==> src/hw/rtl/tpgs_pkg.sv <==
// Shared types, constants and the CORDIC arctangent table of the goal steering block.
package tpgs_pkg;

  localparam int CORDIC_STEPS_DEF = 16;
  localparam int ATAN_LEN = 24;
  localparam int DIV_BITS = 56;
  localparam int RECIP_STEPS = 4;
  localparam int CNT_W = 6;
  localparam int IN_W = 64;
  localparam int OUT_W = 40;
  localparam int CFG_W = 24;
  localparam int CFG_IDX_W = 3;
  localparam logic [19:0] MICRO_SCALE = 20'd1000000;
  // ceil(2^64 / 15625): for n below 2^56, floor(n / 10^6) is
  // (floor(n / 64) * RECIP_1E6) >> 64, exactly.
  localparam logic [51:0] RECIP_1E6 = 52'd1180591620717412;

  typedef enum logic [CFG_IDX_W-1:0] {
    REG_PROP_GAIN   = 3'd0,
    REG_INTEG_GAIN  = 3'd1,
    REG_DERIV_GAIN  = 3'd2,
    REG_CRUISE      = 3'd3,
    REG_POS_TOL     = 3'd4,
    REG_ANGLE_TOL   = 3'd5
  } cfg_reg_t;

  typedef struct packed {
    logic capture;
    logic arm;
    logic cordic_step;
    logic decide;
    logic mul1;
    logic integ;
    logic mul2;
    logic load_i;
    logic recip_step;
    logic load_d;
    logic div_step;
    logic sum;
    logic load_out;
  } cmd_t;

  typedef struct packed {
    logic cordic_last;
    logic recip_last;
    logic div_last;
    logic run_pid;
  } stat_t;

  // atan(2^-i) in 2^32 units per turn.
  function automatic logic [31:0] atan_entry(input logic [4:0] idx);
    logic [31:0] r;
    case (idx)
      5'd0:  r = 32'd536870912;
      5'd1:  r = 32'd316933406;
      5'd2:  r = 32'd167458907;
      5'd3:  r = 32'd85004756;
      5'd4:  r = 32'd42667331;
      5'd5:  r = 32'd21354465;
      5'd6:  r = 32'd10680862;
      5'd7:  r = 32'd5340245;
      5'd8:  r = 32'd2670163;
      5'd9:  r = 32'd1335087;
      5'd10: r = 32'd667544;
      5'd11: r = 32'd333772;
      5'd12: r = 32'd166886;
      5'd13: r = 32'd83443;
      5'd14: r = 32'd41722;
      5'd15: r = 32'd20861;
      5'd16: r = 32'd10430;
      5'd17: r = 32'd5215;
      5'd18: r = 32'd2608;
      5'd19: r = 32'd1304;
      5'd20: r = 32'd652;
      5'd21: r = 32'd326;
      5'd22: r = 32'd163;
      5'd23: r = 32'd81;
      default: r = 32'd0;
    endcase
    return r;
  endfunction

endpackage

==> src/hw/rtl/tpgs_ctrl.sv <==
// Sequencer state machine of the goal steering block.
module tpgs_ctrl (
  input  logic           clk,
  input  logic           rst,
  input  logic           s_tvalid,
  output logic           s_tready,
  input  logic           s_tuser,
  output logic           m_tvalid,
  input  logic           m_tready,
  input  tpgs_pkg::stat_t stat,
  output tpgs_pkg::cmd_t  cmd
);
  import tpgs_pkg::*;

  typedef enum logic [12:0] {
    S_IDLE   = 13'b0000000000001,
    S_GOAL   = 13'b0000000000010,
    S_CORDIC = 13'b0000000000100,
    S_DECIDE = 13'b0000000001000,
    S_MUL1   = 13'b0000000010000,
    S_INTEG  = 13'b0000000100000,
    S_MUL2   = 13'b0000001000000,
    S_LOADI  = 13'b0000010000000,
    S_RECIP  = 13'b0000100000000,
    S_LOADD  = 13'b0001000000000,
    S_DIVD   = 13'b0010000000000,
    S_SUM    = 13'b0100000000000,
    S_OUT    = 13'b1000000000000
  } state_t;

  state_t state, state_next;

  always_comb begin
    cmd = '0;
    state_next = state;
    unique case (state)
      S_IDLE: begin
        if (s_tvalid) begin
          cmd.capture = 1'b1;
          state_next = s_tuser ? S_GOAL : S_CORDIC;
        end
      end
      S_GOAL: begin
        cmd.arm = 1'b1;
        state_next = S_OUT;
      end
      S_CORDIC: begin
        cmd.cordic_step = 1'b1;
        if (stat.cordic_last) state_next = S_DECIDE;
      end
      S_DECIDE: begin
        cmd.decide = 1'b1;
        state_next = stat.run_pid ? S_MUL1 : S_OUT;
      end
      S_MUL1: begin
        cmd.mul1 = 1'b1;
        state_next = S_INTEG;
      end
      S_INTEG: begin
        cmd.integ = 1'b1;
        state_next = S_MUL2;
      end
      S_MUL2: begin
        cmd.mul2 = 1'b1;
        state_next = S_LOADI;
      end
      S_LOADI: begin
        cmd.load_i = 1'b1;
        state_next = S_RECIP;
      end
      S_RECIP: begin
        cmd.recip_step = 1'b1;
        if (stat.recip_last) state_next = S_LOADD;
      end
      S_LOADD: begin
        cmd.load_d = 1'b1;
        state_next = S_DIVD;
      end
      S_DIVD: begin
        cmd.div_step = 1'b1;
        if (stat.div_last) state_next = S_SUM;
      end
      S_SUM: begin
        cmd.sum = 1'b1;
        state_next = S_OUT;
      end
      S_OUT: begin
        if (!m_tvalid || m_tready) begin
          cmd.load_out = 1'b1;
          state_next = S_IDLE;
        end
      end
      default: state_next = S_IDLE;
    endcase
  end

  assign s_tready = (state == S_IDLE);

  always_ff @(posedge clk) begin
    if (rst) begin
      state <= S_IDLE;
      m_tvalid <= 1'b0;
    end else begin
      state <= state_next;
      if (cmd.load_out) m_tvalid <= 1'b1;
      else if (m_tready) m_tvalid <= 1'b0;
    end
  end

endmodule

==> config.mk <==
export PLATFORM = sky130hd
export DESIGN_NAME = tpgs_ctrl
export DESIGN_NICKNAME = d
export VERILOG_FILES = /design/src/hw/rtl/tpgs_pkg.sv /design/src/hw/rtl/tpgs_ctrl.sv
export SDC_FILE = /design/constraint.sdc
export NUM_CORES = 1
export LEC_CHECK = 0
export ABC_AREA = 1
export ABC_CLOCK_PERIOD_IN_PS = 1590
export BUFFER_PORTS_ARGS = -buffer_cell sky130_fd_sc_hd__buf_2
export CAP_MARGIN = 20
export CORE_ASPECT_RATIO = 1.1
export CORE_MARGIN = 2
export CORE_UTILIZATION = 44
export DETAILED_ROUTE_END_ITERATION = 12
export GPL_ROUTABILITY_DRIVEN = 0
export GPL_TIMING_DRIVEN = 0
export PLACE_DENSITY = 0.65
export SLEW_MARGIN = 20
export SYNTH_ARGS = -nofsm -noshare
export SYNTH_HDL_FRONTEND = slang
export SYNTH_SLANG_ARGS = --single-unit
==> constraint.sdc <==
create_clock -name clk -period 1.59 [get_ports clk]
set_input_delay 0.2385 -clock clk [delete_from_list [all_inputs] [get_ports clk]]
set_output_delay 0.2385 -clock clk [all_outputs]
set_load 0.1 [all_outputs]
# After elaboration in Yosys (flattened, before gate mapping)
# Cells that the tools add are included.
# Widths: inputs -> output; s select.
# classes
n_eq_ne,18
reduce_logical,5
mux,25
# op_table
cell,n
$pmux 13 s12,1
$mux 13,6
$mux 1,17
$eq 13x1->1 const B,1
$eq 13x10->1 const B,1
$eq 13x11->1 const B,1
$eq 13x12->1 const B,1
$eq 13x13->1 const B,1
$eq 13x2->1 const B,1
$eq 13x3->1 const B,1
$eq 13x4->1 const B,1
$eq 13x5->1 const B,1
$eq 13x6->1 const B,1
$eq 13x7->1 const B,1
$eq 13x8->1 const B,1
$eq 13x9->1 const B,1
$ne 2x2->1 const B,5
$reduce_and 5->1,1
$mux 3,1
$reduce_bool 2->1,1
$reduce_or 2->1,1
$logic_not 1->1,1
$logic_or 1x1->1,1
# totals
regBits,14
word_cells,50
output_inout_bits,15

# Logic depth before layout (Yosys ltp)
# Gate-level depths: netlist (run 1).
# depth
depth_word,5
mapped_depth,10
mapped_depth_nobuf,10

# Worst setup path after synthesis (run 1)
# Ideal clock, no wire load.
# synth_timing
path_kind,flip-flop to flip-flop
from,register m_tvalid
to,register m_tvalid
t_required_ps,1521
t_arrival_ps,2306
synth_period_minus_slack_ps,2375
slack_ps,-785
path_stages_with_launch,6
setup_time_ps,69
path_cell_list,dfxtp_1 > inv_1 > nor2_1 > nor2_1 > nor2_1 > nor2_1
# synth_rtl
item,line_no,source
start: declaration,tpgs_ctrl.sv:8,"output logic m_tvalid,"
start signal: assignment,tpgs_ctrl.sv:102,m_tvalid <= 1'b0;
start signal: assignment,tpgs_ctrl.sv:105,if (cmd.load_out) m_tvalid <= 1'b1;
start signal: assignment,tpgs_ctrl.sv:106,else if (m_tready) m_tvalid <= 1'b0;

==> impl_metrics.csv, run 1 <==
group,metric,value,unit
layout,fill_cells,142,
floorplanning,pin_count,24,
layout,area_growth,79.3,%
clock_network,clock_latency,0.29,ns
floorplanning,die_y,54.0,um
sta,hold_viol,0,
sta,setup_tns,-2.44,ns
setup_path,path_max_fanout,6,
clock_network,cts_tree,"built",
setup_path,arrival,1.53,ns
route,drt_iter0_drc,35,
clock_network,cts_buffers,3,
floorplanning,die_x,49.4,um
layout,layout.nets,223,
synth,synthSimpleGateAreaFrac,0.542,
sta,max_slew_margin,0.679,
sta,postLayoutSetupSlackWorst,-0.178,ns
layout,drive_gt1_frac,0.538,
placement,place_ws,-0.119,ns
floorplanning,die_area,0.00267,mm^2
grt,antenna_found_initial,0,
layout,fin_util,0.812,
route,drt-total-wl,3110,um
clock_network,cts_hold_buf,0,
pwr,irDropWorstVdd,1.77,mV
grt,grt_pass1_wl,4300,um
grt,grt_usage,0.211,
route,dr.pass1.iters,4,
synth,synth_top_family_by_area,"simple AND/OR/NAND/NOR gates",
route,avgViaCountPerCell,4.93,
clock_network,clk_pin_slew_worst_paths,0.08,ns
synth,synth_nets,176,
grt,grt_pass1_vias,1054,
grt,grt-ovfl-total,0,
setup_path,cp-start-kind,"flop",
route,remaining_drc_errors,0,
pwr,p_leak,0.847,nW
floorplanning,start_util,0.453,
layout,layout_commonest_cell,"inv_1",
synth,yosys_warnings,0,
floorplanning,core_area,0.00221,mm^2
clock_network,clock_path_buffers,2,
sta,period_share,1.11,
job,drv_cap,0,
synth,yosys.area_share.xor_xnor,0,
setup_path,reg2reg_slack,-0.14,ns
route,wl_per_cell,12.8,um
sta,rsz0062_at_grt,"true",
layout,layout_common_cells,"29 x inv_1, 26 x nand2_1, 24 x nor2_1",
min_path,hold_class,"input port to flop",
synth,ys_seq_area_frac,0.280,
placement,hpwl,1740,um
route,postRouteAntennaNets,0,
floorplanning,row_count,18,
synth,synth.cell_area,1000,um^2
outcome,violations,"negative setup slack",
setup_path,worst_setup_path_end_kind,"primary output",
synth,synth_cell_types,17,
synth,synth-compound-area-share,0.00751,
clock_network,cts.sinks,14,
sta,setup_viol,18,
synth,netlist_instances,167,
sta,tightest_slew,0.485,ns
synth,avgSynthCellArea,5.99,um^2
synth,synth-seq-cells,14,
sta,max_freq,566,MHz
sta,drv_slew,0,
clock_network,clock_tree.root_cell,"clkbuf_4",
pwr,power.density,1740,mW/mm^2
outcome,status,"complete, but fails checks",
route,via_count,1194,
synth,synth_fa_ha_area_frac,0,
grt,grt_start_max_net_pins,11,
sta,fin_crit,1.77,ns
layout,diodes,0,
sta,finClkSkew,0.00198,ns
setup_path,path_class,"flop to primary output",
setup_path,required,1.35,ns
synth,synthMuxAreaShare,0,
clock_network,htreeDepth,1,
placement,portBuffers,23,
## metrics by stage
| step | hold slack, ns | instances | area, um^2 | power (mW) |
|---|---|---|---|---|
| after global placement | 0.441 | 220 | 1210 | 1.94 |
| after CTS | 0.129 | 232 | 1620 | 2.72 |
| after detailed placement | 0.438 | 220 | 1210 | 1.95 |
| final | 0.131 | 242 | 1790 | 3.12 |
| after floorplan | 0.303 | 167 | 1060 | 1.72 |
| after global routing | 0.141 | 242 | 1790 | 3.26 |
## report_power, final
group | internal, mW | total (mW) | switching, mW
logic | 0.919 | 2.42 | 1.51
clock network | 0.0882 | 0.209 | 0.120
registers | 0.424 | 0.486 | 0.0618
total | 1.43 | 3.12 | 1.69
## state kept, by name (all words and copies together), names as in the netlist
register  count
m_tvalid      1
state        13
## critical path, cell delays in order, from the launching register on
cell        delay [ns]
dfxtp_2           0.34
nor2_4            0.15
nand2_4           0.09
nor2_8            0.15
buf_6             0.16
nand3_4           0.09
clkinvlp_4        0.09
buf_12            0.17
## area by class of cell
class | count | area [um^2] | share of cell area
timing repair buffer | 42 | 475 | 0.265
sequential | 14 | 294 | 0.164
multi-input combinational | 108 | 747 | 0.417
buffer | 1 | 5.00 | 0.00279
inverter | 44 | 211 | 0.118
clock buffer | 3 | 22.5 | 0.0126
tap | 30 | 37.5 | 0.0209
## cells by family (layout without fill, tap and decap cells)
kind of cell,count (synthesis),count (layout)
buf+inv,45,90
flops,14,14
compound gates,1,1
simple gates,107,107
## what timing repair did
item | in CTS | in global routing
setup endpoints to repair | 14 | 26
gates resized for setup | 86 | 24
setup buffers | 9 | 10
pin swaps | 7 | 12
## final timing paths
check	startpoint	to	cells after the start
setup / recovery	state[10]	cmd[11]	7
hold / removal	rst	m_tvalid	2
setup reg to reg	state[10]	state[8]	12
hold reg to reg	state[2]	state[2]	2
## cell usage after synthesis
cell type  number  area share
nor2_4          1       0.011
nand2_2         3       0.019
nor2_2          7       0.044
nor4_1          1      0.0063
o21bai_1        1      0.0075
or2_0           1      0.0063
inv_2           3       0.011
nand4_1         4       0.025
nor2_8          2       0.040
nand2_4         3       0.034
nand3_1        20        0.10
nor2_1         31        0.12
buf_2           1      0.0050
nand3_2         2       0.020
nand2_1        32        0.12
dfxtp_1        14        0.28
inv_1          41        0.15
## routing by layer
| layer | wire [um] | track usage | vias to the layer above |
|---|---|---|---|
| met1 | 1280 | 0.245 | 570 |
| met3 | 142 | 0.0278 | 7 |
| met4 | 72 | 0.116 | 0 |
| met5 | 0 | 0 | - |
| li1 | - | - | 585 |
| met2 | 1610 | 0.383 | 32 |
Power figures use the tool's default switching activity.
==> run 2, diff against run 1 <==
- CAP_MARGIN: 20 -> 10
- SKIP_CTS_REPAIR_TIMING: unset -> 1
==> run 2 against run 1 <==
Against the previous run:
- the flow still finishes with violations (negative setup slack)
- critical path depth is 1 lower
- via count is 7.3% lower
- flip-flop and latch count did not move
- hold slack gained 0.0013 ns
- worst setup slack better by 0.013 ns
- sequential power about the same
- clock power barely moved
==> impl_metrics.csv, run 2 (same netlist as run 1, synthesis figures left out) <==
group,metric,value,unit
min_path,hold_class,"input port to flop",
clock_network,clock_tree.root_cell,"clkbuf_4",
layout,top_regs,"state x13, m_tvalid x1",
grt,grt_start_max_net_pins,11,
clock_network,clk_pin_slew_worst_paths,0.08,ns
layout,largest_reg_flops,13,
clock_network,cts_buffers,3,
clock_network,cts_tree,"built",
floorplanning,row_count,18,
sta,postLayoutSetupSlackWorst,-0.165,ns
floorplanning,die_area,0.00267,mm^2
route,postRouteAntennaNets,0,
grt,grt_pass1_vias,910,
setup_path,slowest_stage,"dfxtp_2",
route,remaining_drc_errors,0,
route,avgViaCountPerCell,4.75,
layout,fill_cells,182,
layout,layout_commonest_cell,"inv_1",
outcome,status,"complete, but fails checks",
sta,fin_crit,1.76,ns
sta,tightest_slew,0.485,ns
layout,drive_gt1_frac,0.443,
clock_network,cts.sinks,14,
grt,grt-ovfl-total,0,
floorplanning,pin_count,24,
clock_network,htreeDepth,1,
setup_path,cp_cell_sequence,"nor2_4 > nand2_4 > nor2_8 > nand2_2 > nor2_4 > buf_12",
clock_network,clock_latency,0.29,ns
pwr,power.density,1690,mW/mm^2
route,drt-total-wl,2650,um
grt,grt_pass1_wl,3710,um
sta,setup_viol,16,
route,dr.pass1.iters,4,
outcome,violations,"negative setup slack",
route,via_count,1107,
sta,drv_slew,0,
floorplanning,die_y,54.0,um
setup_path,worst_setup_path_end_kind,"primary output",
setup_path,required,1.35,ns
sta,max_freq,570,MHz
route,drt_iter0_drc,32,
setup_path,cp-start-kind,"flop",
sta,max_slew_margin,0.679,
setup_path,path_max_fanout,5,
sta,period_share,1.10,
route,wl_per_cell,11.4,um
floorplanning,start_util,0.453,
layout,layout.nets,214,
placement,portBuffers,23,
grt,antenna_found_initial,0,
job,drv_cap,0,
layout,layout_common_cells,"29 x inv_1, 28 x nand2_1, 27 x nor2_1",
layout,diodes,0,
layout,regMostFlops,"state",
setup_path,max_stage_delay,0.35,ns
pwr,irDropWorstVdd,1.78,mV
placement,hpwl,1740,um
sta,finClkSkew,0.00153,ns
setup_path,cpMostUsedCell,"nor2_4",
grt,grt_usage,0.184,
floorplanning,die_x,49.4,um
setup_path,path_class,"flop to primary output",
pwr,p_leak,0.787,nW
layout,area_growth,64.3,%
setup_path,arrival,1.52,ns
sta,whs,0.132,ns
sta,hold_viol,0,
pwr,power.total,2.78,mW
sta,rsz0062_at_grt,"true",
clock_network,clock_path_buffers,2,
floorplanning,core_area,0.00221,mm^2
==> run 2: path summary, 6_finish.rpt <==
kind              startpoint        end  slack [ns]  cells after the start
hold / removal           rst   m_tvalid        0.13                      2
setup / recovery   state[10]     cmd[9]       -0.17                      6
setup reg to reg   state[10]  state[10]       -0.01                     11
hold reg to reg     state[2]   state[2]        0.52                      2
==> run 2: per-layer routing <==
metal / global-route usage / share of wire
met5: 0 / 0
met4: 0.111 / 0.018
met3: 0.0250 / 0.031
met2: 0.324 / 0.52
met1: 0.218 / 0.43
==> run 2: final cells by class <==
class                   count  area [um^2]  share of cell area
multi-input cells         109          686               0.417
repair buffers             32          397               0.241
flip-flops and latches     14          287               0.174
inverters                  44          209               0.127
well taps                  30         37.5              0.0228
clock buffers               3         22.5              0.0137
plain buffers               1         5.00             0.00305
==> run 2: report_power, final <==
part	switching, mW	internal [mW]	total (mW)
logic	1.37	0.715	2.09
clock network	0.120	0.0881	0.208
registers	0.0661	0.419	0.486
==> run 2: stage by stage <==
step | area (um^2) | utilization | setup WS [ns] | cells | setup TNS [ns]
after floorplan | 1060 | - | -0.0660 | 167 | -0.124
after global placement | 1210 | 0.550 | -0.0871 | 220 | -0.708
after detailed placement | 1210 | 0.550 | -0.119 | 220 | -0.838
after CTS | 1240 | 0.561 | -0.437 | 223 | -5.39
after global routing | 1640 | 0.744 | -0.235 | 233 | -3.31
final | 1640 | 0.744 | -0.165 | 233 | -2.05
==> run 2: worst max-delay path, delay by kind of cell, from the launching register on <==
family	cells	cell delay, ns
buf+inv	1	0.18
simple gates	5	0.70
flops	1	0.35
==> run 3, diff against run 2 <==
- CELL_PAD_IN_SITES_DETAIL_PLACEMENT: unset -> 1
- CELL_PAD_IN_SITES_GLOBAL_PLACEMENT: unset -> 2
- CORE_UTILIZATION: 44 -> 26
- PLACE_DENSITY: 0.65 -> 0.73
==> run 3 against run 2 <==
Against the previous run:
- the flow still finishes with violations (negative setup slack)
- critical path type unchanged
- first-iteration DRC count rose by 6.3%
- clock skew is 0.00060 ns lower
- combinational power is essentially flat
- die area up 63%
- global-route usage is 4.3 points lower
- clock power is 43% higher
- fmax up 2.2%
==> impl_metrics.csv, run 3 (same netlist as run 1, synthesis figures left out) <==
group,metric,value,unit
outcome,status,"complete, but fails checks",
layout,layout.nets,211,
outcome,violations,"negative setup slack",
layout,layout_common_cells,"29 x inv_1, 28 x nand2_1, 25 x nor2_1",
floorplanning,die_area,0.00436,mm^2
min_path,hold_depth,2,
layout,largest_reg_flops,13,
min_path,hold_end,"m_tvalid",
route,drt_iter0_drc,34,
floorplanning,die_y,69.0,um
route,drt-total-wl,3230,um
setup_path,required,1.35,ns
grt,grt-ovfl-total,0,
setup_path,rr_endpoint,"state[8]",
sta,drv_slew,0,
setup_path,worst_setup_path_end_kind,"primary output",
clock_network,clk_pin_slew_worst_paths,0.06,ns
sta,fin_crit,1.72,ns
route,avgViaCountPerCell,4.40,
placement,portBuffers,23,
setup_path,path_class,"flop to primary output",
setup_path,reg2reg_slack,-0.06,ns
layout,stdcell_area,0.00166,mm^2
placement,place_area,0.00124,mm^2
sta,rsz0062_at_grt,"true",
clock_network,cts.sinks,14,
layout,regMostFlops,"state",
sta,finClkSkew,0.000922,ns
sta,tightest_slew,0.488,ns
pwr,power.density,1730,mW/mm^2
route,postRouteAntennaNets,0,
sta,setup_tns,-1.56,ns
grt,antenna_found_initial,0,
grt,grt_start_max_net_pins,11,
sta,hold_viol,0,
sta,max_freq,582,MHz
clock_network,clock_latency,0.24,ns
clock_network,cts_buffers,3,
layout,layout_commonest_cell,"inv_1",
grt,grt_pass1_vias,1119,
setup_path,path_max_fanout,8,
sta,postLayoutSetupSlackWorst,-0.128,ns
clock_network,cts_tree,"built",
layout,diodes,0,
route,remaining_drc_errors,0,
layout,area_growth,66.2,%
sta,setup_viol,17,
route,via_count,1101,
pwr,irDropWorstVdd,0.489,mV
setup_path,arrival,1.48,ns
floorplanning,pin_count,24,
route,wl_per_cell,12.9,um
clock_network,clock_tree.root_cell,"clkbuf_8",
setup_path,r2r_start,"state[12]",
layout,fill_cells,464,
grt,grt_pass1_wl,4910,um
floorplanning,core_area,0.00365,mm^2
pwr,p_leak,0.795,nW
setup_path,r2r.worst_path.cells,11,
clock_network,clock_path_buffers,2,
sta,max_slew_margin,0.677,
floorplanning,start_util,0.274,
placement,hpwl,2360,um
route,dr.pass1.iters,3,
floorplanning,die_x,63.1,um
grt,grt_usage,0.142,
sta,period_share,1.08,
layout,top_regs,"state x13, m_tvalid x1",
floorplanning,row_count,23,
setup_path,cp-start-kind,"flop",
layout,fin_util,0.455,
min_path,hold_class,"input port to flop",
job,drv_cap,0,
clock_network,htreeDepth,1,
min_path,min-delay-start,"rst",
layout,drive_gt1_frac,0.440,
-- run 3: cell count changes in the layout (fill, tap and decap cells not counted), sizes merged --
cell  change
buf       -3
-- run 3: metal layers --
layer / share of wire / vias up / track usage
met2: 0.54 / 14 / 0.251
met5: 0 / - / 0
met3: 0.026 / 2 / 0.0228
met4: 0.0065 / 0 / 0.0519
met1: 0.43 / 523 / 0.170
li1: - / 562 / -
-- run 3: layout make-up --
cell class | instances | area [um^2] | area share
Buffer | 1 | 5.00 | 0.00301
Clock buffer | 3 | 41.3 | 0.0248
Inverter | 44 | 209 | 0.126
Multi-Input combinational cell | 109 | 703 | 0.423
Sequential cell | 14 | 285 | 0.172
Tap cell | 50 | 62.6 | 0.0377
Timing Repair Buffer | 29 | 355 | 0.214
-- run 3: report_power, final --
part	leakage (nW)	switching, mW	internal [mW]	total, mW
Sequential	0.116	0.0612	0.418	0.479
Clock	0.0216	0.129	0.168	0.297
Combinational	0.658	1.39	0.704	2.09
Total	0.795	1.58	1.29	2.87
-- run 3: how the worst max path moves through the flow --
stage	slack, ns	end	start
6_report	-0.13	cmd[2]	state[1]
5_1_grt	-0.21	cmd[1]	state[4]
4_1_cts	-0.41	cmd[1]	state[0]
3_5_place_dp	-0.14	cmd[1]	state[0]
3_3_place_gp	-0.12	cmd[1]	state[0]
2_1_floorplan	-0.07	state[0]	state[11]
-- run 3: worst max-delay path, cell delays in order (launching register included) --
cell and delay (ns):
dfxtp_2 0.35, nor2_4 0.15, nand2_4 0.09, nor2_8 0.23, nand3_4 0.13, clkinvlp_4 0.11, buf_12 0.17
-- run 3: per-stage QoR --
stage                     hold WS (ns)  power (mW)  instances  setup WS [ns]
after CTS                        0.199        2.32        243         -0.409
after detailed placement         0.460        2.02        240         -0.139
after global routing             0.217        3.08        250         -0.208
after global placement           0.453        1.99        240         -0.116
final                            0.202        2.87        250         -0.128
after floorplan                  0.303        1.72        167        -0.0660
